$ cat config.mk
export PLATFORM = sky130hd
export DESIGN_NAME = socks5_connect_request_parser
export DESIGN_NICKNAME = d
export VERILOG_FILES = /design/src/s5req_pkg.sv /design/src/s5req_front.sv /design/src/s5req_queue.sv /design/src/s5req_back.sv /design/src/socks5_connect_request_parser.sv
export SDC_FILE = /design/constraint.sdc
export NUM_CORES = 1
export LEC_CHECK = 0
export BUFFER_PORTS_ARGS = -buffer_cell sky130_fd_sc_hd__buf_2
export CAP_MARGIN = 30
export CORE_ASPECT_RATIO = 1.5
export CORE_MARGIN = 2
export CORE_UTILIZATION = 45
export DETAILED_ROUTE_END_ITERATION = 10
export PLACE_DENSITY_LB_ADDON = 0.05
export REMOVE_ABC_BUFFERS = 1
export SETUP_SLACK_MARGIN = 0.15
export SLEW_MARGIN = 0
export SYNTH_ARGS = -nofsm -noshare
export SYNTH_HDL_FRONTEND = slang
export SYNTH_HIERARCHICAL = 1
export SYNTH_SLANG_ARGS = --single-unit
$ cat constraint.sdc
create_clock -name clk -period 16.7 [get_ports clk]
set_input_delay 0.835 -clock clk [delete_from_list [all_inputs] [get_ports clk]]
set_output_delay 0.835 -clock clk [all_outputs]
set_load 0.05 [all_outputs]
$ cat src/s5req_pkg.sv
package s5req_pkg;

    // Depth of the queue between the byte classifier and the parser
    localparam int QUEUE_DEPTH = 2;

    // Byte position counter width, counts up to a 255-byte name plus 6
    localparam int POS_W = 9;

    localparam logic [7:0] SOCKS_VERSION = 8'h05;
    localparam logic [7:0] RESERVED_BYTE = 8'h00;
    localparam logic [7:0] ATYP_IPV4     = 8'h01;
    localparam logic [7:0] ATYP_NAME     = 8'h03;

    // Byte positions inside a request
    localparam logic [POS_W-1:0] POS_VERSION   = POS_W'(0);
    localparam logic [POS_W-1:0] POS_COMMAND   = POS_W'(1);
    localparam logic [POS_W-1:0] POS_RESERVED  = POS_W'(2);
    localparam logic [POS_W-1:0] POS_ATYP      = POS_W'(3);
    localparam logic [POS_W-1:0] POS_ADDR      = POS_W'(4);
    localparam logic [POS_W-1:0] POS_IPV4_END  = POS_W'(7);
    localparam logic [POS_W-1:0] POS_IPV4_LAST = POS_W'(9);
    // last position of a name request is name length + 6
    localparam logic [POS_W-1:0] NAME_TAIL     = POS_W'(6);

    localparam int OUT_TDATA_W = 80;

    typedef enum logic [1:0] {
        KIND_NAME   = 2'd0,
        KIND_ACCEPT = 2'd1,
        KIND_REJECT = 2'd2
    } kind_t;

    typedef enum logic [2:0] {
        ERR_NONE      = 3'd0,
        ERR_VERSION   = 3'd1,
        ERR_RESERVED  = 3'd2,
        ERR_ADDR_TYPE = 3'd3,
        ERR_LENGTH    = 3'd4
    } err_t;

    // One classified input byte as it sits in the queue
    typedef struct packed {
        logic [7:0] data_byte;
        logic       eom;
        logic       is_version;
        logic       is_reserved;
        logic       is_ipv4;
        logic       is_name;
    } item_t;

    // One result item
    typedef struct packed {
        kind_t       kind;
        logic [7:0]  domain_byte;
        logic [7:0]  command;
        logic        address_kind;
        logic [31:0] ipv4_address;
        logic [15:0] dest_port;
        logic [7:0]  name_length;
        err_t        error_code;
    } result_t;

endpackage

$ cat src/s5req_front.sv
module s5req_front
(
    input  logic                s_axis_tvalid,
    output logic                s_axis_tready,
    input  logic [7:0]          s_axis_tdata,
    input  logic                s_axis_tlast,
    input  logic                queue_full,
    output logic                push,
    output s5req_pkg::item_t    item
);

    assign s_axis_tready = !queue_full;
    assign push          = s_axis_tvalid && !queue_full;

    // Position-independent byte classification, done once on entry
    always_comb
    begin
        item.data_byte   = s_axis_tdata;
        item.eom         = s_axis_tlast;
        item.is_version  = (s_axis_tdata == s5req_pkg::SOCKS_VERSION);
        item.is_reserved = (s_axis_tdata == s5req_pkg::RESERVED_BYTE);
        item.is_ipv4     = (s_axis_tdata == s5req_pkg::ATYP_IPV4);
        item.is_name     = (s_axis_tdata == s5req_pkg::ATYP_NAME);
    end

endmodule

$ cat src/s5req_queue.sv
module s5req_queue
#(
    parameter int DEPTH = s5req_pkg::QUEUE_DEPTH
)
(
    input  logic                clk,
    input  logic                rst_n,
    input  logic                push,
    input  s5req_pkg::item_t    push_item,
    output logic                full,
    input  logic                pop,
    output logic                head_valid,
    output s5req_pkg::item_t    head_item
);

    localparam int PTR_W = (DEPTH > 1) ? $clog2(DEPTH) : 1;
    localparam int CNT_W = $clog2(DEPTH + 1);

    s5req_pkg::item_t mem_reg [DEPTH];

    logic [PTR_W-1:0] wr_ptr_reg, wr_ptr_next;
    logic [PTR_W-1:0] rd_ptr_reg, rd_ptr_next;
    logic [CNT_W-1:0] count_reg, count_next;
    logic             do_push;
    logic             do_pop;

    assign full       = (count_reg == CNT_W'(DEPTH));
    assign head_valid = (count_reg != '0);
    assign head_item  = mem_reg[rd_ptr_reg];
    assign do_push    = push && !full;
    assign do_pop     = pop && head_valid;

    always_comb
    begin
        wr_ptr_next = wr_ptr_reg;
        rd_ptr_next = rd_ptr_reg;
        count_next  = count_reg;
        if (do_push)
        begin
            wr_ptr_next = (wr_ptr_reg == PTR_W'(DEPTH - 1)) ? '0 : wr_ptr_reg + 1'b1;
        end
        if (do_pop)
        begin
            rd_ptr_next = (rd_ptr_reg == PTR_W'(DEPTH - 1)) ? '0 : rd_ptr_reg + 1'b1;
        end
        if (do_push && !do_pop)
        begin
            count_next = count_reg + 1'b1;
        end
        else if (do_pop && !do_push)
        begin
            count_next = count_reg - 1'b1;
        end
    end

    always_ff @(posedge clk or negedge rst_n)
    begin
        if (!rst_n)
        begin
            wr_ptr_reg <= '0;
            rd_ptr_reg <= '0;
            count_reg  <= '0;
        end
        else
        begin
            wr_ptr_reg <= wr_ptr_next;
            rd_ptr_reg <= rd_ptr_next;
            count_reg  <= count_next;
        end
    end

    always_ff @(posedge clk)
    begin
        if (do_push)
        begin
            mem_reg[wr_ptr_reg] <= push_item;
        end
    end

endmodule

$ cat src/s5req_back.sv
module s5req_back
(
    input  logic                clk,
    input  logic                rst_n,
    input  logic                head_valid,
    input  s5req_pkg::item_t    head_item,
    output logic                pop,
    output logic                out_valid,
    input  logic                out_ready,
    output s5req_pkg::result_t  out_result
);

    localparam int PW = s5req_pkg::POS_W;

    logic [PW-1:0] pos_reg, pos_next;
    logic          swallow_reg, swallow_next;
    logic [7:0]    cmd_reg, cmd_next;
    logic          akind_reg, akind_next;
    logic [31:0]   ipv4_reg, ipv4_next;
    logic [15:0]   port_reg, port_next;
    logic [7:0]    nlen_reg, nlen_next;

    logic                out_valid_reg, out_valid_next;
    s5req_pkg::result_t  out_result_reg, out_result_next;

    logic                fire;
    logic                has_result;
    s5req_pkg::result_t  result;
    s5req_pkg::err_t     err;
    logic                name_byte;
    logic                akind_eff;
    logic [7:0]          nlen_eff;
    logic [7:0]          cmd_upd;
    logic [31:0]         ipv4_upd;
    logic [15:0]         port_upd;
    logic [PW-1:0]       last_pos;
    logic [PW-1:0]       name_end_pos;
    logic [7:0]          b;
    logic                eom;

    assign fire       = head_valid && (!out_valid_reg || out_ready);
    assign pop        = fire;
    assign out_valid  = out_valid_reg;
    assign out_result = out_result_reg;
    assign b          = head_item.data_byte;
    assign eom        = head_item.eom;

    assign name_end_pos = s5req_pkg::POS_ADDR + PW'(nlen_reg);

    // Field decode by position
    always_comb
    begin
        err       = s5req_pkg::ERR_NONE;
        name_byte = 1'b0;
        akind_eff = akind_reg;
        nlen_eff  = nlen_reg;
        cmd_upd   = cmd_reg;
        ipv4_upd  = ipv4_reg;
        port_upd  = port_reg;
        if (pos_reg == s5req_pkg::POS_VERSION)
        begin
            if (!head_item.is_version)
            begin
                err = s5req_pkg::ERR_VERSION;
            end
        end
        else if (pos_reg == s5req_pkg::POS_COMMAND)
        begin
            cmd_upd = b;
        end
        else if (pos_reg == s5req_pkg::POS_RESERVED)
        begin
            if (!head_item.is_reserved)
            begin
                err = s5req_pkg::ERR_RESERVED;
            end
        end
        else if (pos_reg == s5req_pkg::POS_ATYP)
        begin
            if (head_item.is_ipv4)
            begin
                akind_eff = 1'b0;
            end
            else if (head_item.is_name)
            begin
                akind_eff = 1'b1;
            end
            else
            begin
                err = s5req_pkg::ERR_ADDR_TYPE;
            end
        end
        else if (!akind_reg)
        begin
            if (pos_reg <= s5req_pkg::POS_IPV4_END)
            begin
                ipv4_upd = {ipv4_reg[23:0], b};
            end
            else
            begin
                port_upd = {port_reg[7:0], b};
            end
        end
        else
        begin
            if (pos_reg == s5req_pkg::POS_ADDR)
            begin
                nlen_eff = b;
            end
            else if (pos_reg <= name_end_pos)
            begin
                name_byte = 1'b1;
            end
            else
            begin
                port_upd = {port_reg[7:0], b};
            end
        end

        last_pos = akind_eff ? (PW'(nlen_eff) + s5req_pkg::NAME_TAIL)
                             : s5req_pkg::POS_IPV4_LAST;

        // Length check: early end, or expected last byte without the end mark
        if (err == s5req_pkg::ERR_NONE)
        begin
            if (eom && ((pos_reg < s5req_pkg::POS_ADDR) || (pos_reg != last_pos)))
            begin
                err = s5req_pkg::ERR_LENGTH;
            end
            else if (!eom && (pos_reg >= s5req_pkg::POS_ADDR) && (pos_reg == last_pos))
            begin
                err = s5req_pkg::ERR_LENGTH;
            end
        end
    end

    // Next state and result
    always_comb
    begin
        pos_next     = pos_reg;
        swallow_next = swallow_reg;
        cmd_next     = cmd_reg;
        akind_next   = akind_reg;
        ipv4_next    = ipv4_reg;
        port_next    = port_reg;
        nlen_next    = nlen_reg;
        has_result   = 1'b0;
        result       = '0;

        if (fire)
        begin
            if (swallow_reg)
            begin
                if (eom)
                begin
                    pos_next     = '0;
                    swallow_next = 1'b0;
                    cmd_next     = '0;
                    akind_next   = 1'b0;
                    ipv4_next    = '0;
                    port_next    = '0;
                    nlen_next    = '0;
                end
            end
            else if (err != s5req_pkg::ERR_NONE)
            begin
                has_result        = 1'b1;
                result.kind       = s5req_pkg::KIND_REJECT;
                result.error_code = err;
                if (eom)
                begin
                    pos_next   = '0;
                    cmd_next   = '0;
                    akind_next = 1'b0;
                    ipv4_next  = '0;
                    port_next  = '0;
                    nlen_next  = '0;
                end
                else
                begin
                    swallow_next = 1'b1;
                end
            end
            else if (eom)
            begin
                has_result          = 1'b1;
                result.kind         = s5req_pkg::KIND_ACCEPT;
                result.command      = cmd_upd;
                result.address_kind = akind_eff;
                result.ipv4_address = akind_eff ? 32'd0 : ipv4_upd;
                result.dest_port    = port_upd;
                result.name_length  = akind_eff ? nlen_eff : 8'd0;
                pos_next   = '0;
                cmd_next   = '0;
                akind_next = 1'b0;
                ipv4_next  = '0;
                port_next  = '0;
                nlen_next  = '0;
            end
            else
            begin
                pos_next   = pos_reg + 1'b1;
                cmd_next   = cmd_upd;
                akind_next = akind_eff;
                ipv4_next  = ipv4_upd;
                port_next  = port_upd;
                nlen_next  = nlen_eff;
                if (name_byte)
                begin
                    has_result         = 1'b1;
                    result.kind        = s5req_pkg::KIND_NAME;
                    result.domain_byte = b;
                end
            end
        end

        out_valid_next  = out_valid_reg;
        out_result_next = out_result_reg;
        if (fire && has_result)
        begin
            out_valid_next  = 1'b1;
            out_result_next = result;
        end
        else if (out_ready)
        begin
            out_valid_next = 1'b0;
        end
    end

    always_ff @(posedge clk or negedge rst_n)
    begin
        if (!rst_n)
        begin
            pos_reg       <= '0;
            swallow_reg   <= 1'b0;
            cmd_reg       <= '0;
            akind_reg     <= 1'b0;
            ipv4_reg      <= '0;
            port_reg      <= '0;
            nlen_reg      <= '0;
            out_valid_reg <= 1'b0;
        end
        else
        begin
            pos_reg       <= pos_next;
            swallow_reg   <= swallow_next;
            cmd_reg       <= cmd_next;
            akind_reg     <= akind_next;
            ipv4_reg      <= ipv4_next;
            port_reg      <= port_next;
            nlen_reg      <= nlen_next;
            out_valid_reg <= out_valid_next;
        end
    end

    always_ff @(posedge clk)
    begin
        out_result_reg <= out_result_next;
    end

    // A byte that yields a result shows up on the output the next cycle
    a_result_lands: assert property (@(posedge clk) disable iff (!rst_n)
        fire && has_result |=> out_valid_reg)
        else $error("result lost on its way to the output register");

    // Swallowed bytes never produce output
    a_swallow_silent: assert property (@(posedge clk) disable iff (!rst_n)
        fire && swallow_reg |-> !has_result)
        else $error("result produced while swallowing");

    // End of message always returns the parser to the version byte
    a_eom_restarts: assert property (@(posedge clk) disable iff (!rst_n)
        fire && eom |=> (pos_reg == '0) && !swallow_reg)
        else $error("parser not restarted after end of message");

    // A reject always carries a code, nothing else does
    a_reject_code: assert property (@(posedge clk) disable iff (!rst_n)
        out_valid_reg |->
            ((out_result_reg.kind == s5req_pkg::KIND_REJECT) ==
             (out_result_reg.error_code != s5req_pkg::ERR_NONE)))
        else $error("error code does not match result kind");

    // Position never runs past the longest legal request
    a_pos_bound: assert property (@(posedge clk) disable iff (!rst_n)
        pos_reg <= (PW'(8'hFF) + s5req_pkg::NAME_TAIL))
        else $error("byte position out of range");

endmodule

$ cat src/socks5_connect_request_parser.sv
// SOCKS5 connect request parser.
// Input stream (s_axis): one request byte per transfer; tlast marks the final
// byte of a request. Output stream (m_axis): tuser carries the result kind
// (name byte, request accepted, request rejected), tdata the result fields.
// Every name byte of a domain request comes out as it arrives; the last byte
// of a request brings an accept carrying command, address and port, or the
// first error brings one reject, after which bytes are dropped up to tlast.
// Throughput: one byte per cycle sustained while m_axis_tready stays high, set
// by the parser's position decode. A byte's transfer writes it into the byte
// queue; any result it yields is then written into the output register. A small
// queue decouples the classifier from the parser, so s_axis_tready depends only
// on queue fill, never on m_axis_tready directly.
// Receiver stall: the output register holds its result, the parser stops,
// the queue fills and s_axis_tready falls; nothing is dropped.
// Reset (rst_n low, asynchronous): queue emptied, output invalid, parser
// waits for a version byte.
module socks5_connect_request_parser
#(
    parameter int QUEUE_DEPTH = s5req_pkg::QUEUE_DEPTH
)
(
    input  logic        clk,
    input  logic        rst_n,

    input  logic        s_axis_tvalid,
    output logic        s_axis_tready,
    input  logic [7:0]  s_axis_tdata,   // [7:0] data_byte
    input  logic        s_axis_tlast,   // end_of_message

    output logic        m_axis_tvalid,
    input  logic        m_axis_tready,
    // [7:0] domain_byte, [15:8] command, [16] address_kind,
    // [48:17] ipv4_address, [64:49] dest_port, [72:65] name_length,
    // [75:73] error_code, [79:76] zero
    output logic [s5req_pkg::OUT_TDATA_W-1:0] m_axis_tdata,
    output logic [1:0]  m_axis_tuser    // [1:0] kind
);

    logic                queue_full;
    logic                push;
    s5req_pkg::item_t    push_item;
    logic                pop;
    logic                head_valid;
    s5req_pkg::item_t    head_item;
    s5req_pkg::result_t  result;

    // Front: accept and classify bytes
    s5req_front u_front
    (
        .s_axis_tvalid (s_axis_tvalid),
        .s_axis_tready (s_axis_tready),
        .s_axis_tdata  (s_axis_tdata),
        .s_axis_tlast  (s_axis_tlast),
        .queue_full    (queue_full),
        .push          (push),
        .item          (push_item)
    );

    // Short queue between classifier and parser
    s5req_queue #(.DEPTH(QUEUE_DEPTH)) u_queue
    (
        .clk        (clk),
        .rst_n      (rst_n),
        .push       (push),
        .push_item  (push_item),
        .full       (queue_full),
        .pop        (pop),
        .head_valid (head_valid),
        .head_item  (head_item)
    );

    // Back: position decode, field capture, checks, output register
    s5req_back u_back
    (
        .clk        (clk),
        .rst_n      (rst_n),
        .head_valid (head_valid),
        .head_item  (head_item),
        .pop        (pop),
        .out_valid  (m_axis_tvalid),
        .out_ready  (m_axis_tready),
        .out_result (result)
    );

    assign m_axis_tuser = result.kind;
    assign m_axis_tdata = {4'b0000,
                           result.error_code,
                           result.name_length,
                           result.dest_port,
                           result.ipv4_address,
                           result.address_kind,
                           result.command,
                           result.domain_byte};

endmodule
# ---- Word level (Yosys, flattened, before mapping)
# Memories as Yosys holds them, arrays and structs flattened.
# Index checks and enable logic that the tools add are counted.
dict set report totals {
  ff_bits 158
  mem_bits_rw 26
  inputBits 13
  output_inout_bits 84
  wordCells 167
  memories 1
}
dict set report classes {
  addsub 7
  n_lt_le_gt_ge 4
  n_eq_ne 10
  muxes 89
  bitwise 5
  reduce_logical 31
}
# memory depth word_bits read_ports rd_clocked_by_memory_dff write_ports line
set mem_list {}
lappend mem_list {u_queue.mem_reg 2 13 1 0 1 s5req_queue.sv:19} ;# s5req_pkg::item_t mem_reg [DEPTH];
# operator count
set op_table {}
lappend op_table {{two-way mux 32 bit} 10}
lappend op_table {{two-way mux 16 bit} 12}
lappend op_table {{two-way mux 8 bit} 16}
lappend op_table {{two-way mux 9 bit} 5}
lappend op_table {{two-way mux 1 bit} 32}
lappend op_table {{two-way mux 3 bit} 8}
lappend op_table {{equality test 9 x 2 -> 1 bit, second input constant} 2}
lappend op_table {{OR reduction 5 bit} 3}
lappend op_table {{two-way mux 2 bit} 6}
lappend op_table {{logical AND 1 bit} 10}
lappend op_table {{adder 3 x 8 -> 9 bit, first input constant} 1}
lappend op_table {{adder 8 x 3 -> 9 bit, second input constant} 1}
lappend op_table {{adder 9 x 1 -> 9 bit, second input constant} 1}
lappend op_table {{equality test 9 x 1 -> 1 bit, second input constant} 1}
lappend op_table {{equality test 9 x 3 -> 1 bit, second input constant} 1}
lappend op_table {{equality test 9 bit} 1}
lappend op_table {{>= comparator 9 x 3 -> 1 bit, second input constant} 1}
lappend op_table {{less-or-equal comparator 9 x 3 -> 1 bit, second input constant} 1}
lappend op_table {{less-or-equal comparator 9 bit} 1}
lappend op_table {{zero test 9 bit} 1}
lappend op_table {{< comparator 9 x 3 -> 1 bit, second input constant} 1}
lappend op_table {{inequality test 9 bit} 1}
lappend op_table {{equality test 8 x 1 -> 1 bit, second input constant} 1}
lappend op_table {{equality test 8 x 2 -> 1 bit, second input constant} 1}
lappend op_table {{other kinds (15)} 28}

# ---- Depth between registers and ports, before layout
# Gate-level depths: netlist of the first run.
dict set report depth {
  word_depth 20
  mapped_depth 19
  ltp_nobuf 15
}

# ---- Cells and area by module
# The synthesis of the first run kept the hierarchy.
# mod instances cells_each area_per_inst_um2 seq_area_each_um2
set modules_own_cells {}
lappend modules_own_cells {s5req_back 1 703 7947.6 4244.1}
lappend modules_own_cells {s5req_queue 1 59 1141.1 880.8}
lappend modules_own_cells {s5req_front 1 19 137.6 0.0}
lappend modules_own_cells {socks5_connect_request_parser 1 5 33.8 0.0}

# ---- Worst setup path before layout of the first run
# OpenSTA, ideal clock, no wires.
dict set report synth_timing {
  kind {register to register}
  start {reg u_back.pos_reg[3]}
  end {reg u_back.out_result_reg, in the netlist u_back/out_result[0] (enable)}
  setup_time_ps 515
  arrival_time_ps 6825
  required_time_ps 16185
  setup_slack_ps 9360
  stages_incl_launch_ff 17
  n_path_buf 3
  synth_period_minus_slack_ps 7340
  path_cell_list {dfrtp_1 buf_6 or4_4 buf_6 nor3_4 buf_6 mux2i_1 ha_1 nand3b_1 nor2_1 mux2_2 a211oi_1 xnor2_1 o211ai_4 nand2b_4 and4_2 nor2_1}
}
dict set report synth_via {
  elab_chain_len 19
  word_cells_on_any_way 48
  classes_between {1 x add/sub; 3 x order compare; 6 x eq/ne; 30 x mux; 8 x reduce/logical}
}
# element line
set synth_lines {}
lappend synth_lines {{start, declared} s5req_back.sv:15} ;# logic [PW-1:0] pos_reg, pos_next;
lappend synth_lines {{start signal, assigned} s5req_back.sv:245} ;# pos_reg <= pos_next;
lappend synth_lines {{equality test 9 x 3 -> 1 bit} s5req_back.sv:106} ;# if (pos_reg == s5req_pkg::POS_ADDR)
lappend synth_lines {{two-way mux 8 bit} s5req_back.sv:106}
lappend synth_lines {{two-way mux 8 bit} s5req_back.sv:93} ;# else if (!akind_reg)
lappend synth_lines {{two-way mux 8 bit} s5req_back.sv:78} ;# else if (pos_reg == s5req_pkg::POS_ATYP)
lappend synth_lines {{two-way mux 8 bit} s5req_back.sv:71} ;# else if (pos_reg == s5req_pkg::POS_RESERVED)
lappend synth_lines {{two-way mux 8 bit} s5req_back.sv:67} ;# else if (pos_reg == s5req_pkg::POS_COMMAND)
lappend synth_lines {{two-way mux 8 bit} s5req_back.sv:60} ;# if (pos_reg == s5req_pkg::POS_VERSION)
lappend synth_lines {{adder 8 x 3 -> 9 bit} s5req_back.sv:120} ;# last_pos = akind_eff ? (PW'(nlen_eff) + s5req_pkg::NAME_TAIL)
lappend synth_lines {{[... 3 more ...]} -}
lappend synth_lines {{two-way mux 3 bit / logical AND 1 bit (equally long branches)} {s5req_back.sv:130, s5req_back.sv:126}}
lappend synth_lines {{two-way mux 3 bit} s5req_back.sv:126} ;# if (eom && ((pos_reg < s5req_pkg::POS_ADDR) || (pos_reg != last_pos)))
lappend synth_lines {{two-way mux 3 bit} s5req_back.sv:124} ;# if (err == s5req_pkg::ERR_NONE)
lappend synth_lines {{nonzero test 3 bit} s5req_back.sv:165} ;# else if (err != s5req_pkg::ERR_NONE)
lappend synth_lines {{two-way mux 1 bit *} s5req_back.sv:165}
lappend synth_lines {{two-way mux 1 bit *} s5req_back.sv:152} ;# if (swallow_reg)
lappend synth_lines {{two-way mux 1 bit *} s5req_back.sv:150} ;# if (fire)
lappend synth_lines {{logical AND 1 bit *} s5req_back.sv:219} ;# if (fire && has_result)
lappend synth_lines {{end signal, assigned} s5req_back.sv:258} ;# out_result_reg <= out_result_next;
lappend synth_lines {{end, declared} s5req_back.sv:24} ;# s5req_pkg::result_t out_result_reg, out_result_next;
# Every way passes the cells marked *; elsewhere a longest branch is shown, timed or not.
# A chain may end at the register's enable or synchronous reset.

# ---- Final worst setup path of the first run
dict set report layout_timing {
  start {reg u_back.pos_reg[1]}
  end {reg u_back.out_result_reg, in the netlist u_back/out_result[30], data pin}
}
dict set report layout_via {
  elab_chain_len 16
  word_cells_on_any_way 42
  classes_between {1 x add/sub; 3 x order compare; 6 x eq/ne; 24 x mux; 8 x reduce/logical}
}
# element line
set layout_lines {}
lappend layout_lines {{equality test 9 x 3 -> 1 bit} s5req_back.sv:106}
lappend layout_lines {{two-way mux 8 bit} s5req_back.sv:106}
lappend layout_lines {{two-way mux 8 bit} s5req_back.sv:93}
lappend layout_lines {{two-way mux 8 bit} s5req_back.sv:78}
lappend layout_lines {{two-way mux 8 bit} s5req_back.sv:71}
lappend layout_lines {{two-way mux 8 bit} s5req_back.sv:67}
lappend layout_lines {{two-way mux 8 bit} s5req_back.sv:60}
lappend layout_lines {{adder 8 x 3 -> 9 bit} s5req_back.sv:120}
lappend layout_lines {{two-way mux 9 bit} s5req_back.sv:120}
lappend layout_lines {{equality test 9 bit / inequality test 9 bit (equally long branches)} {s5req_back.sv:130, s5req_back.sv:126}}
lappend layout_lines {{logical AND 1 bit / logical OR 1 bit (equally long branches)} {s5req_back.sv:130, s5req_back.sv:126}}
lappend layout_lines {{two-way mux 3 bit / logical AND 1 bit (equally long branches)} {s5req_back.sv:130, s5req_back.sv:126}}
lappend layout_lines {{two-way mux 3 bit} s5req_back.sv:126}
lappend layout_lines {{two-way mux 3 bit} s5req_back.sv:124}
lappend layout_lines {{nonzero test 3 bit} s5req_back.sv:165}
lappend layout_lines {{OR reduction 5 bit (no source line)} -}
# Parallel ways exist; a longest one is shown, timed or not.

==> metrics, run 1 <==
outcome completed; Power Dens Cells 185.8 mW/mm²; fmax 181.6 MHz; crit path DAT 5760 ps; Final Hold Viols 0; fin worst setup slack 11,190 ps; grt ovf 0; Setup crit end kind register; CTS tree built; Remaining DRCs 0; CTS Buffer Depth 2; startpoint types register; worst-margin pin slew 847.9 ps; TritonCTS Buffers 17; Pre-antenna DRT Iters 5; Largest register FFs 78; gr usage total 0.2139; crit path kind reg -> reg; Hold Crit Class in -> async; Period minus WS final 5506 ps; CP peak stage delay 540 ps; Hold Slack 360.3 ps; fin. max-slew vios 0; Slowest-stage cell, CP nand3_4; Seq/Total Area, Yosys 0.5534; dpl ws 11,020 ps; Syn. warnings 6; FFs w/ async S/R, synth 0.4348; slew margin rel. 0.4321; Setup violations, final 0; max-cap violation count 0; placer congestion estimate 0.8949; share of layout cells above drive strength 1 0.2550; Post-Synthesis Cells 786; Die Ht 179.7 µm; I/O Pins 97; unrepaired setup endpoints after global routing false; antenna cell count 0; drt total wl 22,520 µm; post-CTS setup buffer count 0; Syn Area/Cell 11.78 µm²; die area 0.02177 mm²; first-pass GRT wire length 35,370 µm; Avg WL per Cell 20.12 µm; peak supply drop 174.2 µV; main flop type after synthesis edfxtp_1; P&R area growth vs syn 11.15%; Post-synth EDFFs 104; #FFs+latches synth 184; number of distinct library cells after synthesis 86; worst-skew pair later-pin latency 430 ps; Max H-tree Level 4; Iteration-0 DRC Markers 561; Leakage 0.003877 µW; cell row count 64; DP Wirelength 15,430 µm; CTS root buf clkbuf_16; Setup TNS Final 0 ps; critical-path cell list inv_1 -> ha_1 -> nand3_1 -> nor3_4 -> mux2i_1 -> ha_1 -> nand2b_1 -> nor4_1 -> nor3_1 -> or3_1 -> o221ai_1 -> o31ai_4 -> nor2_4 -> nand3_4 -> a21oi_2; core area 0.02026 mm²; clock skew 8.167 ps; cts hold-fix bufs 0; IO Port Bufs 92; Vias per Instance 5.702; most used cell, CP ha_1; vias in the first global route 6,295; initial antenna violation count 0; Initial Utilization 0.4571; via count 6,381; DP Area 0.009739 mm²; CP max FO 32; Overall Power 1913 µW; cts repair resizes 0; Clock Pin Slew Worst Setup and Hold Paths 70 ps; Die Wd 121.1 µm; largest net degree at the start of global routing 79; ANT nets after route 0; Tcrit/Tclk final 0.3297; Worst EP required 16,950 ps; Final Cell Area 0.01029 mm²; post-layout net count 871; post-synthesis cell area 0.009260 mm²; CTS sink cnt 184
cell type report:
class,count,area (µm²)
clock inverters,12,78.83
flip-flops and latches,184,5125
multi-input cells,520,3650
inverters,18,67.56
repair buffers,101,594.3
fillers,1815,9967
clock buffers,20,446.7
well taps,264,330.3
report_power, final:
group          internal (µW)  leakage (µW)  total, µW  switching (µW)
clock                    193      0.000254        363             170
sequential               638       0.00211        693            55.3
combinational            184       0.00152        856             672
total                   1020       0.00388       1910             897
synthesized netlist by cell type, drive strengths merged (8+ instances only):
master	count	share of area
nand2	109	0.045
edfxtp	104	0.34
dfrtp	80	0.22
a22o	58	0.056
a21oi	52	0.040
nor2	48	0.021
buf	38	0.036
clkbuf	28	0.012
mux2i	24	0.026
o21ai	19	0.011
inv	17	0.0069
ha	16	0.022
mux2	16	0.020
nand2b	14	0.010
nand3	14	0.0095
and2	12	0.0082
nor3	12	0.0089
xor2	11	0.010
a31oi	8	0.0054
xnor2	8	0.0076
stage by stage:
stage | instances | util
detailed placement | 1086 | 0.4807
finish | 1119 | 0.5080
global placement | 1083 | 0.4775
CTS | 1118 | 0.5067
floorplan | 722 | -
global route | 1119 | 0.5080
cell families (layout without fill, tap and decap cells):
family | after synthesis | count (layout) | share of synthesized area
and+or+nand+nor | 255 | 255 | 0.1394
AOI/OAI and AO/OA | 186 | 186 | 0.1651
DFF | 184 | 184 | 0.5534
buffers and inverters | 85 | 151 | 0.05621
muxes | 40 | 40 | 0.04580
xor gates and xnor gates | 19 | 19 | 0.01797
adders and majority gates | 16 | 16 | 0.02162
other | 1 | 4 | 0.0004050
path summary, 6_finish.rpt:
kind                                           start                    end  slack [ps]  depth (start not counted)
worst max-delay path               u_back/pos_reg[1]  u_back/out_result[30]       11190                         15
worst min-delay path                           rst_n      u_back/pos_reg[6]         360                          1
worst max register to register     u_back/pos_reg[1]  u_back/out_result[30]       11190                         15
worst min register to register  u_queue/count_reg[1]   u_queue/count_reg[1]         500                          1
max in group asynchronous                      rst_n      u_back/cmd_reg[0]       15720                          2
min in group clk                u_queue/count_reg[1]   u_queue/count_reg[1]         500                          1
placed cells by master, fill, tap and decap left out, types with 3 or more instances in the layout:
| master | Yosys | routed |
|---|---|---|
| or3_1 | 3 | 3 |
| xnor2_1 | 8 | 8 |
| nor3_1 | 10 | 8 |
| nand2_1 | 107 | 107 |
| and2_1 | 11 | 11 |
| nand2b_1 | 13 | 13 |
| buf_16 | 0 | 3 |
| a21oi_1 | 22 | 22 |
| clkinv_2 | 0 | 3 |
| inv_1 | 17 | 17 |
| a31oi_1 | 8 | 8 |
| o21ai_0 | 17 | 16 |
| and3_1 | 6 | 6 |
| conb_1 | 1 | 4 |
| buf_2 | 4 | 91 |
| clkbuf_16 | 0 | 17 |
| dfrtp_1 | 80 | 80 |
| o21a_1 | 5 | 5 |
| o211ai_1 | 3 | 3 |
| edfxtp_1 | 104 | 104 |
| nor4_1 | 5 | 5 |
| nand4_1 | 4 | 4 |
| mux2_2 | 15 | 15 |
| xor2_1 | 11 | 11 |
| a22o_2 | 6 | 6 |
| buf_4 | 20 | 6 |
| a41oi_1 | 4 | 4 |
| o2111ai_1 | 3 | 3 |
| o22ai_1 | 5 | 5 |
| ha_1 | 16 | 16 |
| a21oi_2 | 30 | 30 |
| nor2_1 | 46 | 44 |
| mux2i_1 | 24 | 24 |
| clkinv_4 | 0 | 3 |
| nor2b_1 | 7 | 7 |
| o221ai_1 | 5 | 5 |
| nand3b_1 | 4 | 4 |
| clkinv_1 | 1 | 4 |
| a22o_1 | 52 | 52 |
| nand3_1 | 12 | 12 |
worst max-delay path: cells and delay by family (launching register included):
kind | cells | cell delay (ps)
multiplexers | 1 | 490
adder cells (fa/ha/maj) | 2 | 760
AND/OR/NAND/NOR | 8 | 2460
flip-flops | 1 | 460
buffers and inverters | 1 | 190
AO/OA/AOI/OAI | 3 | 940
metal layers:
layer,up-vias,global-route usage,routed length (µm)
li1,2976,-,-
met1,3155,0.2599,9290
met2,191,0.3607,11420
met3,59,0.03934,847
met4,0,0.1065,957
met5,-,0,0
Note: power is estimated with default switching activity, not from simulation.
==> run 2, diff against run 1 <==
clock period = 5.15 ns   (was 16.7 ns; I/O delays follow)
==> run 2 against run 1 <==
Effect of this change: via count up 3.1%; maximum frequency up 18%; critical path depth up 2; global-route usage up 1.2 points; sequential share of layout area down 1.9 points; sequential cell count unchanged; core utilization up 2.0 points; clock power rose to 3.7 times the previous value; worst setup slack worse by 11000 ps; combinational power rose to 3.5 times the previous value; non-clock buffer count up 29; critical endpoint is now u_back/out_result[49].
==> metrics, run 2 (synthesis results as in run 1) <==
outcome completed (unchanged); ANT nets after route 0 (unchanged); critical-path cell list inv_1 -> ha_2 -> nand3_1 -> nor3_4 -> mux2i_2 -> ha_2 -> nand2b_1 -> nor4_1 -> nor3_1 -> or3_1 -> o221ai_1 -> o31a_2 -> nand2b_4 -> and4_2 -> nor2_4 -> buf_12 -> buf_12 (was inv_1 -> ha_1 -> nand3_1 -> nor3_4 -> mux2i_1 -> ha_1 -> nand2b_1 -> nor4_1 -> nor3_1 -> or3_1 -> o221ai_1 -> o31ai_4 -> nor2_4 -> nand3_4 -> a21oi_2); unrepaired setup endpoints after global routing false (unchanged); via count 6,580 (was 6,381); DP Area 0.009942 mm² (was 0.009739 mm²); worst reg2reg setup slack 480 ps (was 11,190 ps); worst hold start s_axis_tdata[3]; post-layout net count 901 (was 871); Max H-tree Level 4 (unchanged); final core utilization 0.5282 (was 0.5080); most frequent cells in the layout nand2_1 (107), edfxtp_1 (104), buf_2 (91) (unchanged); crit path DAT 4810 ps (was 5760 ps); antenna cell count 0 (unchanged); drt total wl 23,800 µm (was 22,520 µm); wl on met1 9525 µm (was 9290 µm); Clock Pin Slew Worst Setup and Hold Paths 70 ps (about the same); TritonCTS Buffers 17 (unchanged); clock skew 11.29 ps (was 8.167 ps); RR Endpoint u_back/out_result[49] (was u_back/out_result[30]); Period minus WS final 4669 ps (was 5506 ps); initial antenna violation count 0 (unchanged); Iteration-0 DRC Markers 424 (was 561); Remaining DRCs 0 (unchanged); Die Ht 179.7 µm (unchanged); die area 0.02177 mm² (unchanged); Vias per Instance 5.727 (was 5.702); area of the multi-input gates 0.003690 mm² (was 0.003650 mm²); CP peak stage delay 480 ps (was 540 ps); P&R area growth vs syn 15.55% (was 11.15%); CTS root buf clkbuf_16 (unchanged); gr usage total 0.2261 (was 0.2139); Initial Utilization 0.4571 (unchanged); I/O Pins 97 (unchanged); Pre-antenna DRT Iters 5 (unchanged); WL met3 931 µm (was 847 µm); core area 0.02026 mm² (unchanged); IO Port Bufs 92 (unchanged); commonest non-fill, non-tap cell in the layout nand2_1 (unchanged); CTS sink cnt 184 (unchanged); met2 wire length 12,120 µm (was 11,420 µm); Tcrit/Tclk final 0.9065 (was 0.3297); placer congestion estimate 0.9163 (was 0.8949); Final Non-Filler Cells 1,149 (was 1,119); Power Dens Cells 613.7 mW/mm² (was 185.8 mW/mm²); Slowest-stage cell, CP dfrtp_1 (was nand3_4); Hold Crit Class in -> reg (was in -> async); share of layout cells above drive strength 1 0.2847 (was 0.2550); fmax 214.2 MHz (was 181.6 MHz); slew margin rel. 0.4228 (was 0.4321); Setup violations, final 0 (unchanged); Post-Place Cells 1,107 (was 1,086); WP buf/inv 3 (was 1); CP max FO 25 (was 32); origin of the critical flop-to-flop path u_back/pos_reg[0] (was u_back/pos_reg[1]); cell row count 64 (unchanged); CTS tree built (unchanged); end of the worst hold path u_queue/mem_reg[1][8]; Largest register FFs 78 (unchanged); startpoint types register (unchanged); CP delay by family, top simple AND/OR/NAND/NOR gates (unchanged); fin. max-slew vios 0 (unchanged); Overall Power 6567 µW (was 1913 µW); register area 0.005125 mm² (unchanged); hold path cells 1; DP Wirelength 16,430 µm (was 15,430 µm); Avg WL per Cell 20.71 µm (was 20.12 µm); r2r worst-path depth 17 (was 15); max-cap violation count 0 (unchanged); peak supply drop 322.0 µV (was 174.2 µV); first-pass GRT wire length 37,320 µm (was 35,370 µm); CTS Buffer Depth 2 (unchanged); Die Wd 121.1 µm (unchanged); largest net degree at the start of global routing 63 (was 79); Leakage 0.004086 µW (was 0.003877 µW); crit path from u_back/pos_reg[0] (was u_back/pos_reg[1]); uppermost layer routed met4 (unchanged); crit path kind reg -> reg (unchanged); Hold Slack 30.44 ps (was 360.3 ps); Final Cell Area 0.01070 mm² (was 0.01029 mm²); Setup crit end kind register (unchanged); worst-margin pin slew 862.6 ps (was 847.9 ps); grt ovf 0 (unchanged); Final Hold Viols 0 (unchanged); fill count 1,788 (was 1,815); Worst EP required 5290 ps (was 16,950 ps); worst-skew pair later-pin latency 450 ps (was 430 ps); vias in the first global route 6,690 (was 6,295)
## run 2: cell types whose count changed in the layout (fill, tap and decap cells not counted), sizes merged
cell,delta
buf,+25
clkbuf,-3
nand3,+1
dlygate4sd3,+4
bufinv,+3
clkinv,-4
clkinvlp,+1
inv,+3
## run 2: per-layer routing
| metal | up-vias | GRT usage |
|---|---|---|
| met5 | - | 0 |
| met4 | 0 | 0.1307 |
| met3 | 61 | 0.04156 |
| met2 | 195 | 0.3780 |
| met1 | 3274 | 0.2698 |
| li1 | 3050 | - |
## run 2: per-stage QoR
stage / setup WS (ps) / setup TNS, ps
final: 481.4 / 0
after global routing: 194.2 / 0
after CTS: 133.7 / 0
after detailed placement: 143.3 / 0
after global placement: 295.4 / 0
after floorplan: -2314 / -180500
## run 2: what timing repair did
item / 4_1_cts / 5_1_grt
setup endpoints to repair: 10 / 181
gates cloned: 0 / 1
hold buffers: 3 / 1
gates resized for setup: 0 / 6
hold endpoints to repair: 22 / 2
pin swaps: 1 / 2
setup buffers: 0 / 5
## run 2: worst max-delay path by stage
stage / endpoint / slack, ps / depth (start not counted)
2_1_floorplan: u_back/out_result[0] / -2310 / 13
3_3_place_gp: u_back/out_result[49] / 300 / 16
3_5_place_dp: u_back/out_result[27] / 140 / 15
4_1_cts: u_back/out_result[27] / 130 / 15
5_1_grt: u_back/out_result[55] / 190 / 17
6_report: u_back/out_result[49] / 480 / 17
## run 2: layout make-up
type,instances,share of cell area
Clock inverter,15,0.01777
Inverter,18,0.006314
Tap cell,264,0.03087
Sequential cell,184,0.4790
Multi-Input combinational cell,521,0.3448
Clock buffer,17,0.03976
Timing Repair Buffer,130,0.08150
## run 2: worst reg2reg max path, cell delays in order, from the launching register on
cell and delay [ps]:
dfrtp_1 480, inv_1 190, ha_2 290, nand3_1 230, nor3_4 260, mux2i_2 400, ha_2 360, nand2b_1 80
nor4_1 260, nor3_1 100, or3_1 310, o221ai_1 330, o31a_2 280, nand2b_4 80, and4_2 240, nor2_4 130
buf_12 150, buf_12 190
## run 2: where the power goes
| group | switching (µW) | total, µW | internal, µW |
|---|---|---|---|
| sequential | 175 | 2240 | 2060 |
| combinational | 2240 | 2970 | 721 |
| clock | 588 | 1360 | 772 |
